[config.mk]
export PLATFORM = sky130hd
export DESIGN_NAME = utf8_stream_validator_unit_flat
export DESIGN_NICKNAME = d
export VERILOG_FILES = /design/src/hw/rtl/u8v_pkg.sv /design/src/hw/rtl/u8v_in_if.sv /design/src/hw/rtl/u8v_out_if.sv /design/src/hw/rtl/u8v_in_reg.sv /design/src/hw/rtl/u8v_step.sv /design/src/hw/rtl/utf8_stream_validator_unit.sv /design/src/flat_wrapper.sv
export SDC_FILE = /design/constraint.sdc
export NUM_CORES = 1
export LEC_CHECK = 0
export ABC_AREA = 0
export ABC_CLOCK_PERIOD_IN_PS = 2750
export BUFFER_PORTS_ARGS = -buffer_cell sky130_fd_sc_hd__buf_2
export CORE_MARGIN = 1.5
export CORE_UTILIZATION = 60
export DETAILED_ROUTE_END_ITERATION = 10
export PLACE_DENSITY = 0.86
export REMOVE_ABC_BUFFERS = 1
export SETUP_SLACK_MARGIN = 0.3
export SLEW_MARGIN = 10
export SYNTH_ARGS = -nofsm -noshare
export SYNTH_HDL_FRONTEND = slang
export SYNTH_HIERARCHICAL = 1
export SYNTH_SLANG_ARGS = --single-unit
[constraint.sdc]
create_clock -name clk -period 2.75 [get_ports clk]
set_clock_uncertainty 0.05 [all_clocks]
set_input_delay 0.1375 -clock clk [delete_from_list [all_inputs] [get_ports clk]]
set_output_delay 0.1375 -clock clk [all_outputs]
set_load 0.1 [all_outputs]
[src/hw/rtl/u8v_pkg.sv]
// ----------------------------------------------------------------------------
// u8v_pkg
// Shared types and constants for the UTF-8 stream validator.
// ----------------------------------------------------------------------------
package u8v_pkg;

    localparam int CP_W = 21;

    // Lead and continuation byte patterns
    localparam logic [7:0] ASCII_MAX  = 8'h7f;
    localparam logic [7:0] MASK_LEAD2 = 8'he0;
    localparam logic [7:0] PAT_LEAD2  = 8'hc0;
    localparam logic [7:0] MASK_LEAD3 = 8'hf0;
    localparam logic [7:0] PAT_LEAD3  = 8'he0;
    localparam logic [7:0] MASK_LEAD4 = 8'hf8;
    localparam logic [7:0] PAT_LEAD4  = 8'hf0;
    localparam logic [7:0] MASK_CONT  = 8'hc0;
    localparam logic [7:0] PAT_CONT   = 8'h80;

    // Code point limits
    localparam logic [CP_W-1:0] CP_MIN_2B   = 21'h000080;
    localparam logic [CP_W-1:0] CP_MIN_3B   = 21'h000800;
    localparam logic [CP_W-1:0] CP_MIN_4B   = 21'h010000;
    localparam logic [CP_W-1:0] CP_MAX      = 21'h10ffff;
    localparam logic [CP_W-1:0] CP_SURR_LO  = 21'h00d800;
    localparam logic [CP_W-1:0] CP_SURR_HI  = 21'h00dfff;
    localparam logic [CP_W-1:0] CP_CTRL_END = 21'h000020;
    localparam logic [CP_W-1:0] CP_DEL      = 21'h00007f;

    // Continuation counts
    localparam logic [1:0] CONT_NONE = 2'd0;
    localparam logic [1:0] CONT_ONE  = 2'd1;
    localparam logic [1:0] CONT_TWO  = 2'd2;
    localparam logic [1:0] CONT_THREE = 2'd3;

    typedef struct packed {
        logic [7:0] data_byte;
        logic       carries_byte;
        logic       last;
    } u8v_item_t;

    typedef struct packed {
        logic [1:0]      pending_continuations;
        logic [1:0]      sequence_length;
        logic [CP_W-1:0] code_accumulator;
        logic            failed_flag;
        logic            seen_any_byte;
    } u8v_state_t;

endpackage

[src/hw/rtl/u8v_in_if.sv]
// ----------------------------------------------------------------------------
// u8v_in_if
// Byte request channel: one string byte or end marker per request.
// ----------------------------------------------------------------------------
interface u8v_in_if;

    logic       valid;
    logic       ready;
    logic [7:0] data_byte;
    logic       carries_byte;
    logic       last;

    modport source (output valid, output data_byte, output carries_byte,
                    output last, input ready);
    modport sink   (input valid, input data_byte, input carries_byte,
                    input last, output ready);

endinterface

[src/hw/rtl/u8v_out_if.sv]
// ----------------------------------------------------------------------------
// u8v_out_if
// Verdict request channel: one verdict per string.
// ----------------------------------------------------------------------------
interface u8v_out_if;

    logic valid;
    logic ready;
    logic is_valid;

    modport source (output valid, output is_valid, input ready);
    modport sink   (input valid, input is_valid, output ready);

endinterface

[src/hw/rtl/u8v_in_reg.sv]
// ----------------------------------------------------------------------------
// u8v_in_reg
// Input register: captures one request and holds it until consumed.
// ----------------------------------------------------------------------------
module u8v_in_reg (
    input  logic               clk,
    input  logic               rst_n,
    u8v_in_if.sink             byte_ch,
    input  logic               take,
    output logic               item_valid,
    output u8v_pkg::u8v_item_t item
);
    import u8v_pkg::*;

    logic      valid_reg;
    u8v_item_t item_reg;

    // Accept whenever the register is empty or drains this cycle
    assign byte_ch.ready = !valid_reg || take;

    always_ff @(posedge clk or negedge rst_n)
    begin
        if (!rst_n)
        begin
            valid_reg <= 1'b0;
        end
        else if (byte_ch.ready)
        begin
            valid_reg <= byte_ch.valid;
        end
    end

    always_ff @(posedge clk)
    begin
        if (byte_ch.valid && byte_ch.ready)
        begin
            item_reg.data_byte    <= byte_ch.data_byte;
            item_reg.carries_byte <= byte_ch.carries_byte;
            item_reg.last         <= byte_ch.last;
        end
    end

    assign item_valid = valid_reg;
    assign item       = item_reg;

endmodule

[src/hw/rtl/u8v_step.sv]
// ----------------------------------------------------------------------------
// u8v_step
// Per-byte decode: next decoder state and the verdict for a closing item.
// ----------------------------------------------------------------------------
module u8v_step (
    input  u8v_pkg::u8v_state_t state,
    input  u8v_pkg::u8v_item_t  item,
    output u8v_pkg::u8v_state_t state_next,
    output logic                verdict
);
    import u8v_pkg::*;

    function automatic logic cp_bad(input logic [CP_W-1:0] cp, input logic [1:0] conts);
        logic bad;
        bad = 1'b0;
        if (conts == CONT_ONE && cp < CP_MIN_2B) bad = 1'b1;
        if (conts == CONT_TWO && cp < CP_MIN_3B) bad = 1'b1;
        if (conts == CONT_THREE && cp < CP_MIN_4B) bad = 1'b1;
        if (cp > CP_MAX) bad = 1'b1;
        if (cp >= CP_SURR_LO && cp <= CP_SURR_HI) bad = 1'b1;
        if (cp < CP_CTRL_END || cp == CP_DEL) bad = 1'b1;
        return bad;
    endfunction

    u8v_state_t      upd;
    logic [7:0]      b;
    logic [CP_W-1:0] acc_shift;
    logic [1:0]      pend_dec;

    assign b         = item.data_byte;
    assign acc_shift = {state.code_accumulator[CP_W-7:0], b[5:0]};
    assign pend_dec  = state.pending_continuations - 2'd1;

    always_comb
    begin
        upd = state;
        if (item.carries_byte)
        begin
            upd.seen_any_byte = 1'b1;
            if (!state.failed_flag)
            begin
                if (state.pending_continuations == CONT_NONE)
                begin
                    if (b <= ASCII_MAX)
                    begin
                        if (cp_bad({13'd0, b}, CONT_NONE))
                        begin
                            upd.failed_flag = 1'b1;
                        end
                    end
                    else if ((b & MASK_LEAD2) == PAT_LEAD2)
                    begin
                        upd.pending_continuations = CONT_ONE;
                        upd.sequence_length       = CONT_ONE;
                        upd.code_accumulator      = {16'd0, b[4:0]};
                    end
                    else if ((b & MASK_LEAD3) == PAT_LEAD3)
                    begin
                        upd.pending_continuations = CONT_TWO;
                        upd.sequence_length       = CONT_TWO;
                        upd.code_accumulator      = {17'd0, b[3:0]};
                    end
                    else if ((b & MASK_LEAD4) == PAT_LEAD4)
                    begin
                        upd.pending_continuations = CONT_THREE;
                        upd.sequence_length       = CONT_THREE;
                        upd.code_accumulator      = {18'd0, b[2:0]};
                    end
                    else
                    begin
                        upd.failed_flag = 1'b1;
                    end
                end
                else if ((b & MASK_CONT) != PAT_CONT)
                begin
                    upd.failed_flag           = 1'b1;
                    upd.pending_continuations = CONT_NONE;
                end
                else
                begin
                    upd.code_accumulator      = acc_shift;
                    upd.pending_continuations = pend_dec;
                    if (pend_dec == CONT_NONE && cp_bad(acc_shift, state.sequence_length))
                    begin
                        upd.failed_flag = 1'b1;
                    end
                end
            end
        end
    end

    always_comb
    begin
        verdict = !upd.failed_flag && upd.pending_continuations == CONT_NONE
                  && upd.seen_any_byte;
        state_next = item.last ? '0 : upd;
    end

endmodule

[src/hw/rtl/utf8_stream_validator_unit.sv]
// ----------------------------------------------------------------------------
// utf8_stream_validator_unit
// Restricted UTF-8 validator: one byte or end marker per request, one verdict per string.
// ----------------------------------------------------------------------------
//
//  channel     | role   | payload                           | requests
//  ------------+--------+-----------------------------------+-----------------
//  byte_ch     | sink   | data_byte, carries_byte, last     | one per byte or end
//  verdict_ch  | source | is_valid                          | one per string
//
//  One request per cycle sustained unless a closing request is held back.
//  A request is decoded while it sits in the input register; the decoder
//  state and, for a closing request, the verdict register load when the
//  request is consumed; the verdict is then offered on verdict_ch.
//  Reset clears the decoder state and both valid flags.
//  A closing request waits in the input register only while an earlier
//  verdict is still held on verdict_ch; other requests never wait.
//
module utf8_stream_validator_unit (
    input  logic      clk,
    input  logic      rst_n,
    u8v_in_if.sink    byte_ch,
    u8v_out_if.source verdict_ch
);
    import u8v_pkg::*;

    logic       item_valid;
    u8v_item_t  item;
    logic       fire;
    u8v_state_t state_reg;
    u8v_state_t state_next;
    logic       verdict;
    logic       out_valid_reg;
    logic       out_data_reg;

    // Hold a closing request back only while the verdict slot stays full
    assign fire = item_valid && (!item.last || !out_valid_reg || verdict_ch.ready);

    u8v_in_reg u_in_reg (
        .clk        (clk),
        .rst_n      (rst_n),
        .byte_ch    (byte_ch),
        .take       (fire),
        .item_valid (item_valid),
        .item       (item)
    );

    u8v_step u_step (
        .state      (state_reg),
        .item       (item),
        .state_next (state_next),
        .verdict    (verdict)
    );

    // Advance the decoder state once per consumed request
    always_ff @(posedge clk or negedge rst_n)
    begin
        if (!rst_n)
        begin
            state_reg <= '0;
        end
        else if (fire)
        begin
            state_reg <= state_next;
        end
    end

    // Verdict register: load on a closing request, drop once taken
    always_ff @(posedge clk or negedge rst_n)
    begin
        if (!rst_n)
        begin
            out_valid_reg <= 1'b0;
        end
        else if (fire && item.last)
        begin
            out_valid_reg <= 1'b1;
        end
        else if (verdict_ch.ready)
        begin
            out_valid_reg <= 1'b0;
        end
    end

    always_ff @(posedge clk)
    begin
        if (fire && item.last)
        begin
            out_data_reg <= verdict;
        end
    end

    assign verdict_ch.valid    = out_valid_reg;
    assign verdict_ch.is_valid = out_data_reg;

    // A closing request returns the decoder to its reset state
    a_clear_after_last: assert property (@(posedge clk) disable iff (!rst_n)
        fire && item.last |=> state_reg == '0)
        else $error("decoder state not cleared after closing request");

    // A failure never leaves continuations outstanding
    a_fail_no_pending: assert property (@(posedge clk) disable iff (!rst_n)
        state_reg.failed_flag |-> state_reg.pending_continuations == CONT_NONE)
        else $error("pending continuations while failed");

    // Outstanding continuations never exceed the sequence length
    a_pending_bound: assert property (@(posedge clk) disable iff (!rst_n)
        state_reg.pending_continuations <= state_reg.sequence_length)
        else $error("pending continuations exceed sequence length");

    // A new verdict appears only after a closing request was consumed
    a_verdict_source: assert property (@(posedge clk) disable iff (!rst_n)
        $rose(out_valid_reg) |-> $past(fire && item.last))
        else $error("verdict without closing request");

endmodule
[src/flat_wrapper.sv]
// flat-port wrapper written by rule: the top's interface ports become plain ports
module utf8_stream_validator_unit_flat import u8v_pkg::*;
  (clk, rst_n, byte_ch_valid, byte_ch_data_byte, byte_ch_carries_byte, byte_ch_last, byte_ch_ready, verdict_ch_valid, verdict_ch_is_valid, verdict_ch_ready);
  u8v_in_if byte_ch_i ();
  u8v_out_if verdict_ch_i ();
  input  logic clk;
  input  logic rst_n;
  input wire logic [$bits(byte_ch_i.valid)-1:0] byte_ch_valid;
  input wire logic [$bits(byte_ch_i.data_byte)-1:0] byte_ch_data_byte;
  input wire logic [$bits(byte_ch_i.carries_byte)-1:0] byte_ch_carries_byte;
  input wire logic [$bits(byte_ch_i.last)-1:0] byte_ch_last;
  output wire logic [$bits(byte_ch_i.ready)-1:0] byte_ch_ready;
  output wire logic [$bits(verdict_ch_i.valid)-1:0] verdict_ch_valid;
  output wire logic [$bits(verdict_ch_i.is_valid)-1:0] verdict_ch_is_valid;
  input wire logic [$bits(verdict_ch_i.ready)-1:0] verdict_ch_ready;
  assign byte_ch_i.valid = byte_ch_valid;
  assign byte_ch_i.data_byte = byte_ch_data_byte;
  assign byte_ch_i.carries_byte = byte_ch_carries_byte;
  assign byte_ch_i.last = byte_ch_last;
  assign byte_ch_ready = byte_ch_i.ready;
  assign verdict_ch_valid = verdict_ch_i.valid;
  assign verdict_ch_is_valid = verdict_ch_i.is_valid;
  assign verdict_ch_i.ready = verdict_ch_ready;
  utf8_stream_validator_unit u_core (.clk(clk), .rst_n(rst_n), .byte_ch(byte_ch_i), .verdict_ch(verdict_ch_i));
endmodule
## Yosys cells after proc, flatten, opt, wreduce, memory -nomap -nowiden

Cells that the tools add are included.

| operators by class | value |
|---|---|
| $add $sub $neg | 1 |
| order comparisons | 9 |
| equality and inequality tests | 14 |
| multiplexer cells | 36 |
| reduce and logical (&&, ||, !) cells | 28 |

Operators by type and width:

| operator | count |
|---|---|
| $mux 25 | 4 |
| $mux 27 | 2 |
| $mux 26 | 1 |
| $mux 1 | 24 |
| $mux 22 | 1 |
| $eq 21x7->1 const B | 1 |
| $ge 21x16->1 const B | 1 |
| $gt 21x21->1 const B | 1 |
| $le 21x16->1 const B | 1 |
| $lt 21x12->1 const B | 1 |
| $lt 21x17->1 const B | 1 |
| $lt 21x6->1 const B | 1 |
| $lt 21x8->1 const B | 1 |
| $mux 21 | 1 |
| $reduce_and 6->1 | 2 |
| $logic_and 1x1->1 | 10 |
| $eq 8x7->1 const B | 1 |
| $le 8x7->1 const B | 1 |
| $lt 8x6->1 const B | 1 |
| $logic_not 2->1 | 3 |
| $mux 2 | 3 |
| $ne 3x2->1 const B | 2 |
| $reduce_bool 2->1 | 3 |
| $eq 5x5->1 const B | 1 |
| other kinds (11) | 20 |

| word-level totals | value |
|---|---|
| register bits | 34 |
| bits of input ports | 14 |
| output and inout port bits | 3 |
| word-level logic and storage cells | 99 |

## Logic depth before layout (Yosys ltp)

Gate-level depths: netlist (run 1).

| logic depth | value |
|---|---|
| depth after elaboration | 21 |
| gate-level depth with buffers | 10 |

## Modules after synthesis

Netlist (run 1), hierarchy kept.

By module, submodules not included:

| module | times used | cells each | area each (µm²) | seq. area each (µm²) |
|---|---|---|---|---|
| utf8_stream_validator_unit | 1 | 161 | 1679.1 | 730.7 |
| u8v_step | 1 | 141 | 853.3 | 0.0 |
| u8v_in_reg | 1 | 14 | 354.1 | 325.3 |

## Worst setup path before layout (run 1)

OpenSTA, ideal clock, no wires.

| timing path | value |
|---|---|
| kind | register to register |
| start point | reg u_core.out_valid_reg (netlist: u_core/verdict_ch.valid) |
| end point | reg u_core.u_in_reg.item_reg, in the netlist u_core/u_in_reg/item[0], enable pin |
| library setup time | 303 ps |
| arrival time | 1902 ps |
| data required time | 2397 ps |
| setup slack | 495 ps |
| stages on the path, launching flop included | 6 |
| path buffers | 1 |
| path through | dfrtp_1 and3b_1 buf_6 nor2b_1 nand2b_4 and2_4 |

| on the way | value |
|---|---|
| word-level cells in the longest chain between the ends | 6 |

RTL lines:

| item | line | source |
|---|---|---|
| from (decl) | utf8_stream_validator_unit.sv:33 | `logic out_valid_reg;` |
| from (signal assigned) | utf8_stream_validator_unit.sv:73 | `out_valid_reg <= 1'b0;` |
| from (signal assigned) | utf8_stream_validator_unit.sv:77 | `out_valid_reg <= 1'b1;` |
| from (signal assigned) | utf8_stream_validator_unit.sv:81 | `out_valid_reg <= 1'b0;` |
| $logic_not 1->1 | utf8_stream_validator_unit.sv:37 | `assign fire = item_valid && (!item.last \|\| !out_valid_reg \|\| verdict_ch.ready);` |
| $logic_or 1x1->1 (2 in series) | utf8_stream_validator_unit.sv:37 |  |
| $logic_and 1x1->1 | utf8_stream_validator_unit.sv:37 |  |
| via u_core.fire | utf8_stream_validator_unit.sv:29 | `logic fire;` |
| $logic_or 1x1->1 | u8v_in_reg.sv:19 | `assign byte_ch.ready = !valid_reg \|\| take;` |
| via byte_ch_ready | flat_wrapper.sv:12 | `output wire logic [$bits(byte_ch_i.ready)-1:0] byte_ch_ready;` |
| $logic_and 1x1->1 | u8v_in_reg.sv:35 | `if (byte_ch.valid && byte_ch.ready)` |
| to (decl) | u8v_in_reg.sv:16 | `u8v_item_t item_reg;` |

The timed path passes the listed nets, and every way through them passes these cells.
A chain may end at the register's enable or synchronous reset.

==> results summary, run 1 <==
The run finished with clean final reports. The maximum cell stage delay along the critical path is 0.44 ns. The boundary pin count is 17. The initial utilization of the core area, before any placement, comes to 0.622.

The pin count of the biggest net entering global routing is 25. The number of iterations in the first detailed-routing pass came out at 5. The number of antenna violations at the first check in global routing is 0. The class of the most critical hold timing path is primary input to register. The signal on the critical path passes through inv_1, ha_1, buf_4, a2111oi_4, o31a_2, a211oi_2, and2_2, nand2_1, o211ai_1. STA classifies the critical path endpoint as a register. Setup repair after global routing left no endpoint under its margin. The estimated wirelength of the detail-placed design is 3680 µm. The number of global-route vias before repair is 2064. Across the VDD grid, the largest voltage drop is 0.560 mV. The Yosys step of the flow raised 6 warnings.

For this run, design rule violations remaining after detail routing come to 0. The total wire length after detailed routing is 5950 µm. The congestion estimate from routability-driven global placement came to 0.892. The combined buffer and inverter count along the critical path came out at 2. The launching point of the worst reg2reg path is u_core/state_reg[25]. The worst max-slew margin expressed relative to the limit is 0.564.

The number of nets in the final layout came out at 301. The combined area of the multi-input logic cells is 1420 µm². The share of the clock period used by the worst path after layout is 0.834. In this run the remaining antenna-violating nets after routing total 0. The fill cell total of the finished layout is 302. Setup violations remaining at the end of the flow were counted as 0. The analysis attributes to cell leakage a power of 1.09 nW.

0 antenna diodes ended up in the layout. The critical path required time is 2.91 ns. Data arrives at the worst endpoint at 2.45 ns. The worst-case reg-to-reg path depth came out at 9. The maximum count of clock buffers along a single path is 2. The latest clock arrival within the worst-skew pair is 0.29 ns. Broken down by cell family, the worst path's largest delay share belongs to compound AO/OA/AOI/OAI gates. Of all nets on the critical path, the largest fanout is 16.

The quantity of I/O buffers inserted on ports came out at 16. The floorplan step set the die height to 67.4 µm. Final hold analysis gives a worst-case slack of 0.00438 ns. The area occupied by registers is 906 µm². The clock input transition at the sequential cells of the worst setup and hold paths is 0.07 ns. The hold-critical path endpoint is u_core/u_in_reg/item_valid.

The setup path with the least slack is of type register to register. The ratio of total power to cell area is 593 nW/µm². The area growth from synthesis to layout came out at 10.8%. The average via count per standard cell is 6.60.

The met2 global-route usage came out at 0.463. The H-tree level count came out at 2. In the global route stage, met3 resource usage came out at 0.0533.

The cell count after synthesis came out at 274. The number of max-slew violations in the final report came out at 0. The die is 67.4 µm wide. The DRC violation total after the first TritonRoute iteration is 264.

The worst setup path is launched from a register. The root cell of the clock tree is sky130_fd_sc_hd__clkbuf_8. The CTS tree is done. The full die area came out at 4540 µm².

Dividing the detail-routed wire length by the instance count gives 17.7 µm. The fmax is 436 MHz. The worst hold path was traced through 2 stages. The flip-flop count of the largest register after layout came out at 21. The utilization after layout is 0.689. The combined area of all synthesized cells is 2490 µm².

The hold path startpoint is byte_ch_valid. The setup slack of the most critical reg-to-reg path is 0.46 ns. The fraction of layout instances using a drive strength above 1 came out at 0.217. The number of rows in the core area came out at 23. The area of the placeable core came out at 4000 µm².

The max capacitance violation total came out at 0. The post-layout minimum cycle time is 2.29 ns. Counting the buffers created by CTS gives 5. The fraction of met1 tracks used by global routing is 0.378.

The slowest stage of the critical path belongs to the cell sky130_fd_sc_hd__dfrtp_1. The total number of clock tree sinks is 34. The total congestion overflow is 0. The total via count after detailed routing came out at 2217. The total global routing track utilization is 0.283.

In this run the mean area of a mapped cell was 9.07 µm². The endpoint identified for the worst register-to-register timing path is u_core/state_reg[1]. The total design power is 1.63 mW. The layer flagged by global routing as most heavily used is met2.

The global-route wire length before repair is 9670 µm. The slew at the pin with the worst max-slew slack is 0.653 ns. The total count of hold-check failures in the final report is 0.
-- worst reg2reg max path, stage by stage, from the launching register on --
cell and delay (ns):
sky130_fd_sc_hd__dfrtp_1 0.44, sky130_fd_sc_hd__inv_1 0.09, sky130_fd_sc_hd__ha_1 0.42, sky130_fd_sc_hd__buf_4 0.31, sky130_fd_sc_hd__a2111oi_4 0.07, sky130_fd_sc_hd__o31a_2 0.13, sky130_fd_sc_hd__a211oi_2 0.28, sky130_fd_sc_hd__and2_2 0.18
sky130_fd_sc_hd__nand2_1 0.05, sky130_fd_sc_hd__o211ai_1 0.19
-- worst max-delay path by stage --
stage / startpoint / to / slack (ns) / cells past startpoint
2_1_floorplan: u_core/verdict_ch.valid / u_core/u_in_reg/item[0] / -0.38 / 4
3_3_place_gp: u_core/state_reg[25] / u_core/state_reg[11] / 0.56 / 7
3_5_place_dp: u_core/state_reg[6] / u_core/state_reg[1] / 0.51 / 7
4_1_cts: u_core/state_reg[6] / u_core/state_reg[1] / 0.49 / 7
5_1_grt: u_core/state_reg[6] / u_core/state_reg[1] / 0.33 / 7
6_report: u_core/state_reg[25] / u_core/state_reg[1] / 0.46 / 9
-- repair_timing --
action	4_1_cts	5_1_grt
hold buffers	11	0
setup buffers	0	0
endpoints found under the hold margin	33	0
endpoints found under the setup margin	0	7
resized for setup	0	1
-- layer usage --
layer | vias up | wire (µm)
met5 | - | 0
met4 | 0 | 89
met3 | 9 | 344
met2 | 81 | 2870
met1 | 1108 | 2650
li1 | 1019 | -
-- power by group --
group / leakage [nW] / internal (mW) / switching (mW)
clock network: 0.0504 / 0.269 / 0.197
registers: 0.416 / 0.578 / 0.0935
logic: 0.628 / 0.196 / 0.300
total: 1.09 / 1.04 / 0.590
-- layout make-up --
| cell class | instances | share of cell area |
|---|---|---|
| inverters | 4 | 0.00545 |
| repair buffers | 34 | 0.0881 |
| clock inverters | 3 | 0.0163 |
| well taps | 50 | 0.0227 |
| multi-input cells | 206 | 0.514 |
| clock buffers | 5 | 0.0250 |
| flip-flops and latches | 34 | 0.329 |
-- placed cells by master (no fill, tap or decap), types with 3 or more instances in the layout --
| cell | count |
|---|---|
| sky130_fd_sc_hd__dfrtp_1 | 23 |
| sky130_fd_sc_hd__nand4b_1 | 21 |
| sky130_fd_sc_hd__o211ai_2 | 18 |
| sky130_fd_sc_hd__buf_2 | 16 |
| sky130_fd_sc_hd__nand2b_1 | 26 |
| sky130_fd_sc_hd__nand2_1 | 42 |
| sky130_fd_sc_hd__o21ai_0 | 14 |
| sky130_fd_sc_hd__nor3_1 | 3 |
| sky130_fd_sc_hd__nand4_1 | 4 |
| sky130_fd_sc_hd__edfxtp_1 | 11 |
| sky130_fd_sc_hd__o211ai_1 | 3 |
| sky130_fd_sc_hd__nand3b_1 | 3 |
| sky130_fd_sc_hd__dlygate4sd3_1 | 11 |
| sky130_fd_sc_hd__nor2b_1 | 5 |
| sky130_fd_sc_hd__clkbuf_8 | 5 |
| sky130_fd_sc_hd__buf_4 | 7 |
| sky130_fd_sc_hd__mux2i_1 | 3 |
| sky130_fd_sc_hd__a21oi_1 | 16 |
| sky130_fd_sc_hd__inv_1 | 4 |
| sky130_fd_sc_hd__nor2_1 | 8 |
-- metrics by stage --
stage	instance area [µm²]	setup TNS, ns	instances	worst slack [ns]
2_1_floorplan	2330	-3.81	244	-0.377
3_3_place_gp	2530	0	317	0.560
3_5_place_dp	2530	0	317	0.515
4_1_cts	2750	0	336	0.495
5_1_grt	2760	0	336	0.331
6_report	2760	0	336	0.456
Note: power is estimated with default switching activity, not from simulation.
==> inputs of run 2 (changes only) <==
--- a/config.mk
+++ b/config.mk
@@ -6,7 +6,7 @@
 export NUM_CORES = 1
 export LEC_CHECK = 0
 export ABC_AREA = 0
-export ABC_CLOCK_PERIOD_IN_PS = 2750
+export ABC_CLOCK_PERIOD_IN_PS = 2400
 export BUFFER_PORTS_ARGS = -buffer_cell sky130_fd_sc_hd__buf_2
 export CORE_MARGIN = 1.5
 export CORE_UTILIZATION = 60
==> constraint.sdc (replaced) <==
create_clock -name clk -period 2.4 [get_ports clk]
set_clock_uncertainty 0.05 [all_clocks]
set_input_delay 0.12 -clock clk [delete_from_list [all_inputs] [get_ports clk]]
set_output_delay 0.12 -clock clk [all_outputs]
set_load 0.1 [all_outputs]
==> run 2 against run 1 <==
Against the previous run:
- global-route usage is 2.5 points higher
- fmax is 7.3% higher
- sequential share of layout area is 1.9 points lower
- utilization is 4.5 points higher
- largest cell class unchanged
- largest power group unchanged
==> results summary, run 2 (same netlist as run 1, synthesis figures left out) <==
The post-layout minimum cycle time is 2.14 ns. At the pin with the least slew margin, the transition time is 0.565 ns. The number of antenna violations at the first check in global routing is 0. The vertical die dimension is 67.4 µm.

The worst setup path is captured at a register. The total design power is 1.97 mW. VDD sags by at most 0.487 mV.

After the last flow step, the layout net total stands at 317. The worst setup path category is register to register. The logic depth of the worst path, buffers included came out at 6. The register with the most flip-flops in the layout has 21 of them. The setup violation total in the final timing report is 0. The total congestion overflow came out at 0. The root buffer cell chosen for the clock tree is sky130_fd_sc_hd__clkbuf_8.

In this run the worst hold path is classified as primary input to async pin. In the layout the commonest cells are sky130_fd_sc_hd__nand2_1 (41), sky130_fd_sc_hd__nand2b_1 (26), sky130_fd_sc_hd__buf_4 (21), sky130_fd_sc_hd__nand4b_1 (21), sky130_fd_sc_hd__dfrtp_1 (21). The total wire length after detailed routing came out at 6570 µm.

The clock input transition at the sequential cells of the worst setup and hold paths came out at 0.08 ns. The fmax came out at 468 MHz. The launching point of the worst reg2reg path is u_core/state_reg[14].

The total global routing track utilization is 0.308. The global-route wire length before repair is 10300 µm. The ratio of total power to cell area came out at 672 nW/µm². The H-tree level count is 2. The worst max-slew margin expressed relative to the limit came out at 0.623. The placer congestion estimate is 0.890. Detailed placement ended at an HPWL of 3770 µm. In this run the worst setup path begins at u_core/state_reg[14]. During I/O placement, the number of pins put on the boundary was 17. The count of unresolved DRC violations after routing is 0. The number of global-route vias before repair is 2157. The pin count of the biggest net entering global routing came out at 44.

The number of antenna cells inserted is 0. The die covers 4540 µm². The remaining antenna violation count is 0. The total count of hold-check failures in the final report is 0. The die width is 67.4 µm. The number of max-slew violations in the final report was 0.

The combined buffer and inverter count along the critical path came out at 0. The quantity of I/O buffers inserted on ports is 16. The cell family with the largest share of critical-path delay is simple AND/OR/NAND/NOR gates. TritonCTS built the clock tree. The maximum count of clock buffers along a single path is 2. The library cell used most frequently in the layout, excluding fill and tap cells, is sky130_fd_sc_hd__nand2_1. The slowest cell on the critical path is sky130_fd_sc_hd__or4_4.

The share of the clock period used by the worst path after layout is 0.891. The worst-case reg-to-reg path depth is 6. The total number of clock tree sinks is 34. The later pin in the worst-skew pair is clocked with a latency of 0.30 ns. The fraction of layout instances using a drive strength above 1 is 0.288. The area of the placeable core is 4000 µm².

In the routed layout, each cell is associated on average with a via count of 6.63. Setup repair after global routing could not meet its margin everywhere. The total via count after detailed routing came out at 2334. On the worst path, the slowest cell contributes a delay of 0.58 ns. The critical path data arrival time came out at 2.30 ns. The starting density of the core is 0.622. The number of rows in the core area came out at 23.

Traced cell by cell, the critical path runs through or4_4, o31a_2, a211oi_2, and2_4, nand2_2, o211ai_1. The run finished with clean final reports. The number of iterations in the first detailed-routing pass is 5.

The critical path required time is 2.56 ns. The analysis attributes to cell leakage a power of 1.19 nW. The type of element launching the critical path is a register. The wire length per cell after detailed routing is 18.7 µm. The CTS buffer count is 5. The area growth from synthesis to layout is 18.1%. Across the run, the number of max-cap violations was 0. The DRC violation total after the first TritonRoute iteration is 293. The aggregate negative setup slack came out at 0 ns. The largest fanout on the critical path came out at 4.
run 2: cell types whose count changed in the layout (fill, tap and decap cells not counted), moves of 2 or more:
cell / change
sky130_fd_sc_hd__buf_4: +14
sky130_fd_sc_hd__a21oi_1: -2
sky130_fd_sc_hd__a21oi_2: +2
sky130_fd_sc_hd__clkinv_2: +2
sky130_fd_sc_hd__clkinvlp_4: -2
sky130_fd_sc_hd__dfrtp_1: -2
sky130_fd_sc_hd__dfrtp_2: +2
run 2: through the flow:
| step | instance area [µm²] | setup slack, ns | std cells | hold WS (ns) | utilization |
|---|---|---|---|---|---|
| after floorplan | 2330 | -0.727 | 244 | -0.226 | - |
| after global placement | 2560 | 0.262 | 321 | 0.0914 | 0.639 |
| after detailed placement | 2560 | 0.181 | 321 | 0.0938 | 0.639 |
| after CTS | 2860 | 0.261 | 346 | 0.316 | 0.715 |
| after global routing | 2940 | 0.206 | 352 | 0.353 | 0.734 |
| final | 2940 | 0.262 | 352 | 0.293 | 0.734 |
run 2: metal layers:
metal  vias up  routed length [µm]  track usage
li1       1054                   -            -
met1      1131                2670        0.384
met2       129                3110        0.502
met3        20                 592       0.0667
met4         0                 195        0.158
met5         -                   0            0
run 2: worst paths after layout:
kind,endpoint,slack [ns]
max reg2reg,u_core/state_reg[1],0.26
min reg2reg,u_core/state_reg[0],0.51
max in group asynchronous,u_core/state_reg[6],1.59
max,u_core/state_reg[1],0.26
min,u_core/state_reg[13],0.29
min in group clk,u_core/state_reg[24],0.42
run 2: layout make-up:
class / instances / area, µm²
clock buffers: 5 / 68.8
clock inverters: 3 / 40.0
fillers: 273 / 1060
inverters: 4 / 15.0
multi-input cells: 206 / 1470
flip-flops and latches: 34 / 908
well taps: 50 / 62.6
repair buffers: 50 / 369
run 2: report_power, final:
part / leakage, nW / total (mW) / switching, mW / internal (mW)
clock network: 0.0579 / 0.532 / 0.227 / 0.306
registers: 0.413 / 0.736 / 0.0707 / 0.665
logic: 0.719 / 0.704 / 0.418 / 0.287
total: 1.19 / 1.97 / 0.715 / 1.26
run 2: timing repair:
item	CTS	global route
resized for setup	9	7
buffers inserted	5	6
endpoints found under the hold margin	34	0
pin swaps	8	2
hold buffers	12	0
endpoints found under the setup margin	7	17
==> inputs of run 3 (changes only) <==
--- a/config.mk
+++ b/config.mk
@@ -6,12 +6,12 @@
 export NUM_CORES = 1
 export LEC_CHECK = 0
 export ABC_AREA = 0
-export ABC_CLOCK_PERIOD_IN_PS = 2400
+export ABC_CLOCK_PERIOD_IN_PS = 1900
 export BUFFER_PORTS_ARGS = -buffer_cell sky130_fd_sc_hd__buf_2
 export CORE_MARGIN = 1.5
-export CORE_UTILIZATION = 60
+export CORE_UTILIZATION = 56
 export DETAILED_ROUTE_END_ITERATION = 10
-export PLACE_DENSITY = 0.86
+export PLACE_DENSITY = 0.84
 export REMOVE_ABC_BUFFERS = 1
 export SETUP_SLACK_MARGIN = 0.3
 export SLEW_MARGIN = 10
==> constraint.sdc (replaced) <==
create_clock -name clk -period 1.9 [get_ports clk]
set_clock_uncertainty 0.05 [all_clocks]
set_input_delay 0.095 -clock clk [delete_from_list [all_inputs] [get_ports clk]]
set_output_delay 0.095 -clock clk [all_outputs]
set_load 0.1 [all_outputs]
==> run 3 against run 2 <==
Against the previous run:
- the run now ends with negative setup slack left
- global-route usage is 3.1 points higher
- routed wire length is 28% higher
- largest power group is now combinational cells
- utilization is 4.8 points higher
- register-to-register slack worse by 0.45 ns
- sequential power is 24% higher
- largest cell class unchanged
- highest routed layer is now met5
- first-iteration DRC count is 30% higher
- combinational power is 79% higher
- total power is 45% higher
- non-clock buffer count is 34 higher
==> results summary, run 3 (same netlist as run 1, synthesis figures left out) <==
The area growth from synthesis to layout is 36.0%. The worst max-slew margin expressed relative to the limit is 0.606. The remaining antenna violation count came out at 0. Derived from the worst setup path, the maximum achievable clock frequency is 478 MHz. The final reports fail on negative setup slack. The number of nets in the final layout is 352. The latest clock arrival within the worst-skew pair came out at 0.30 ns. In the layout the commonest cells are sky130_fd_sc_hd__buf_4 (44), sky130_fd_sc_hd__nand2_1 (39), sky130_fd_sc_hd__nand2b_1 (26), sky130_fd_sc_hd__dfrtp_1 (23), sky130_fd_sc_hd__nand4b_1 (21). The full die area came out at 4850 µm². The number of global-route vias before repair is 2641. During I/O placement, the number of pins put on the boundary was 17. During placement, the flow inserted port buffers numbering 16. After the flow finishes, the layout carries non-filler instances totaling 389. The first detailed-routing pass took 6 iterations. The placer congestion estimate is 1.01.

The maximum count of clock buffers along a single path came out at 2. Measured along the y axis, the die boundary spans 69.6 µm. The library cell used most frequently in the layout, excluding fill and tap cells, is sky130_fd_sc_hd__buf_4. The type of element launching the critical path is a register. The fill cell total of the finished layout is 238. The path class of the tightest hold or removal check is primary input to async pin. The wire length per cell after detailed routing came out at 21.7 µm.

The aggregate negative setup slack came out at -0.432 ns. At the pin with the least slew margin, the transition time is 0.592 ns. The first global-routing pass estimated 12900 µm of wire. The pin count of the biggest net entering global routing is 43. The utilization after layout is 0.782.

The pre-CTS setup slack came out at -0.214 ns. The register with the most flip-flops in the layout has 21 of them. The area of the placeable core is 4320 µm².

The number of rows in the core area came out at 24. The cell sitting at the root of the clock tree is a sky130_fd_sc_hd__clkbuf_8. The number of antenna cells inserted is 0. After layout, the minimum clock period comes to 2.09 ns. Along the worst path, the maximum fanout reaches 2.

The count of unresolved DRC violations after routing came out at 0. For the worst setup path, the data arrival time is 2.26 ns. The number of antenna violations at the first check in global routing is 1.

The estimated wirelength of the detail-placed design came out at 4210 µm. The analysis attributes to cell leakage a power of 1.40 nW. The total congestion overflow came out at 0. Power spread over the standard cell area amounts to 846 nW/µm². The run finished, with violations left. The total global routing track utilization came out at 0.340. The worst-case setup margin in the final layout is -0.193 ns. The total wire length after detailed routing came out at 8420 µm. The clock input transition at the sequential cells of the worst setup and hold paths is 0.08 ns. The total count of hold-check failures in the final report came out at 0. The worst setup path is captured at a register. The H-tree level count came out at 2. The CTS buffer count came out at 5. The cell total after placement is 351. Across the run, the number of max-cap violations was 0. In the finished design, the share of the clock period the worst path needs comes to 1.10. In the final layout, the share of cells above drive strength 1 is 0.427. The total via count after detailed routing came out at 2649. The average via count per standard cell is 6.81. The CTS tree is done. On the final layout, the worst hold slack is 0.278 ns. The total number of clock tree sinks is 34. The critical path required time is 2.07 ns. The die width is 69.6 µm. The DRC violation total after the first TritonRoute iteration came out at 380.

For this configuration, the core starts out at a cell density of 0.575. The peak supply drop is 0.670 mV. The worst setup path is of the register to register kind. The setup violation total in the final timing report came out at 3. The number of max-slew violations in the final report is 0. Setup repair after global routing could not meet its margin everywhere.
run 3: changes by cell type in the layout (fill, tap and decap cells not counted), sizes merged:
cell	before	now
clkinv	2	0
nor2	9	10
clkinvlp	0	2
buf	38	72
run 3: per-stage QoR:
| step | area (µm²) | total power, mW |
|---|---|---|
| after floorplan | 2330 | 1.45 |
| after global placement | 2770 | 1.77 |
| after detailed placement | 2770 | 1.79 |
| after CTS | 3260 | 2.67 |
| after global routing | 3380 | 2.94 |
| final | 3380 | 2.86 |
run 3: power breakdown:
group | total (mW) | switching [mW] | leakage [nW] | internal [mW]
Clock | 0.694 | 0.304 | 0.0504 | 0.390
Sequential | 0.909 | 0.0714 | 0.416 | 0.837
Combinational | 1.26 | 0.718 | 0.934 | 0.538
run 3: critical path, cell delays in order, from the launching register on:
cell and delay (ns):
sky130_fd_sc_hd__dfrtp_1 0.41, sky130_fd_sc_hd__or4_4 0.57, sky130_fd_sc_hd__nor3_4 0.19, sky130_fd_sc_hd__o31ai_1 0.12, sky130_fd_sc_hd__a211oi_2 0.28, sky130_fd_sc_hd__and2_4 0.18
sky130_fd_sc_hd__nand2_1 0.04, sky130_fd_sc_hd__o211ai_1 0.17
run 3: routing by layer:
metal | up-vias | GRT usage | share of wire
li1 | 1127 | - | -
met1 | 1269 | 0.413 | 0.36
met2 | 201 | 0.560 | 0.49
met3 | 50 | 0.0872 | 0.095
met4 | 2 | 0.167 | 0.052
met5 | - | 0 | 0.0014
run 3: path summary, 6_finish.rpt:
| path | startpoint | slack [ns] | depth (start not counted) | end |
|---|---|---|---|---|
| min reg2reg | u_core/state_reg[0] | 0.50 | 2 | u_core/state_reg[0] |
| min in group clk | verdict_ch_ready | 0.41 | 4 | u_core/state_reg[0] |
| max reg2reg | u_core/state_reg[5] | -0.19 | 7 | u_core/state_reg[1] |
| max in group asynchronous | rst_n | 1.13 | 2 | u_core/state_reg[25] |
| max | u_core/state_reg[5] | -0.19 | 7 | u_core/state_reg[1] |
| min | rst_n | 0.28 | 2 | u_core/state_reg[9] |
run 3: cell type report:
type / instances / area [µm²] / share of cell area
Sequential cell: 34 / 906 / 0.268
Tap cell: 52 / 65.1 / 0.0192
Multi-Input combinational cell: 207 / 1610 / 0.476
Inverter: 4 / 15.0 / 0.00444
Clock buffer: 5 / 68.8 / 0.0203
Clock inverter: 3 / 45.0 / 0.0133
Timing Repair Buffer: 84 / 672 / 0.199
run 3: what timing repair did:
item | CTS | global route
hold endpoints to repair | 34 | 0
pin swaps | 21 | 16
setup endpoints to repair | 22 | 21
hold buffers | 12 | 0
gates resized for setup | 42 | 22
buffers inserted | 13 | 3
gates cloned | 1 | 1
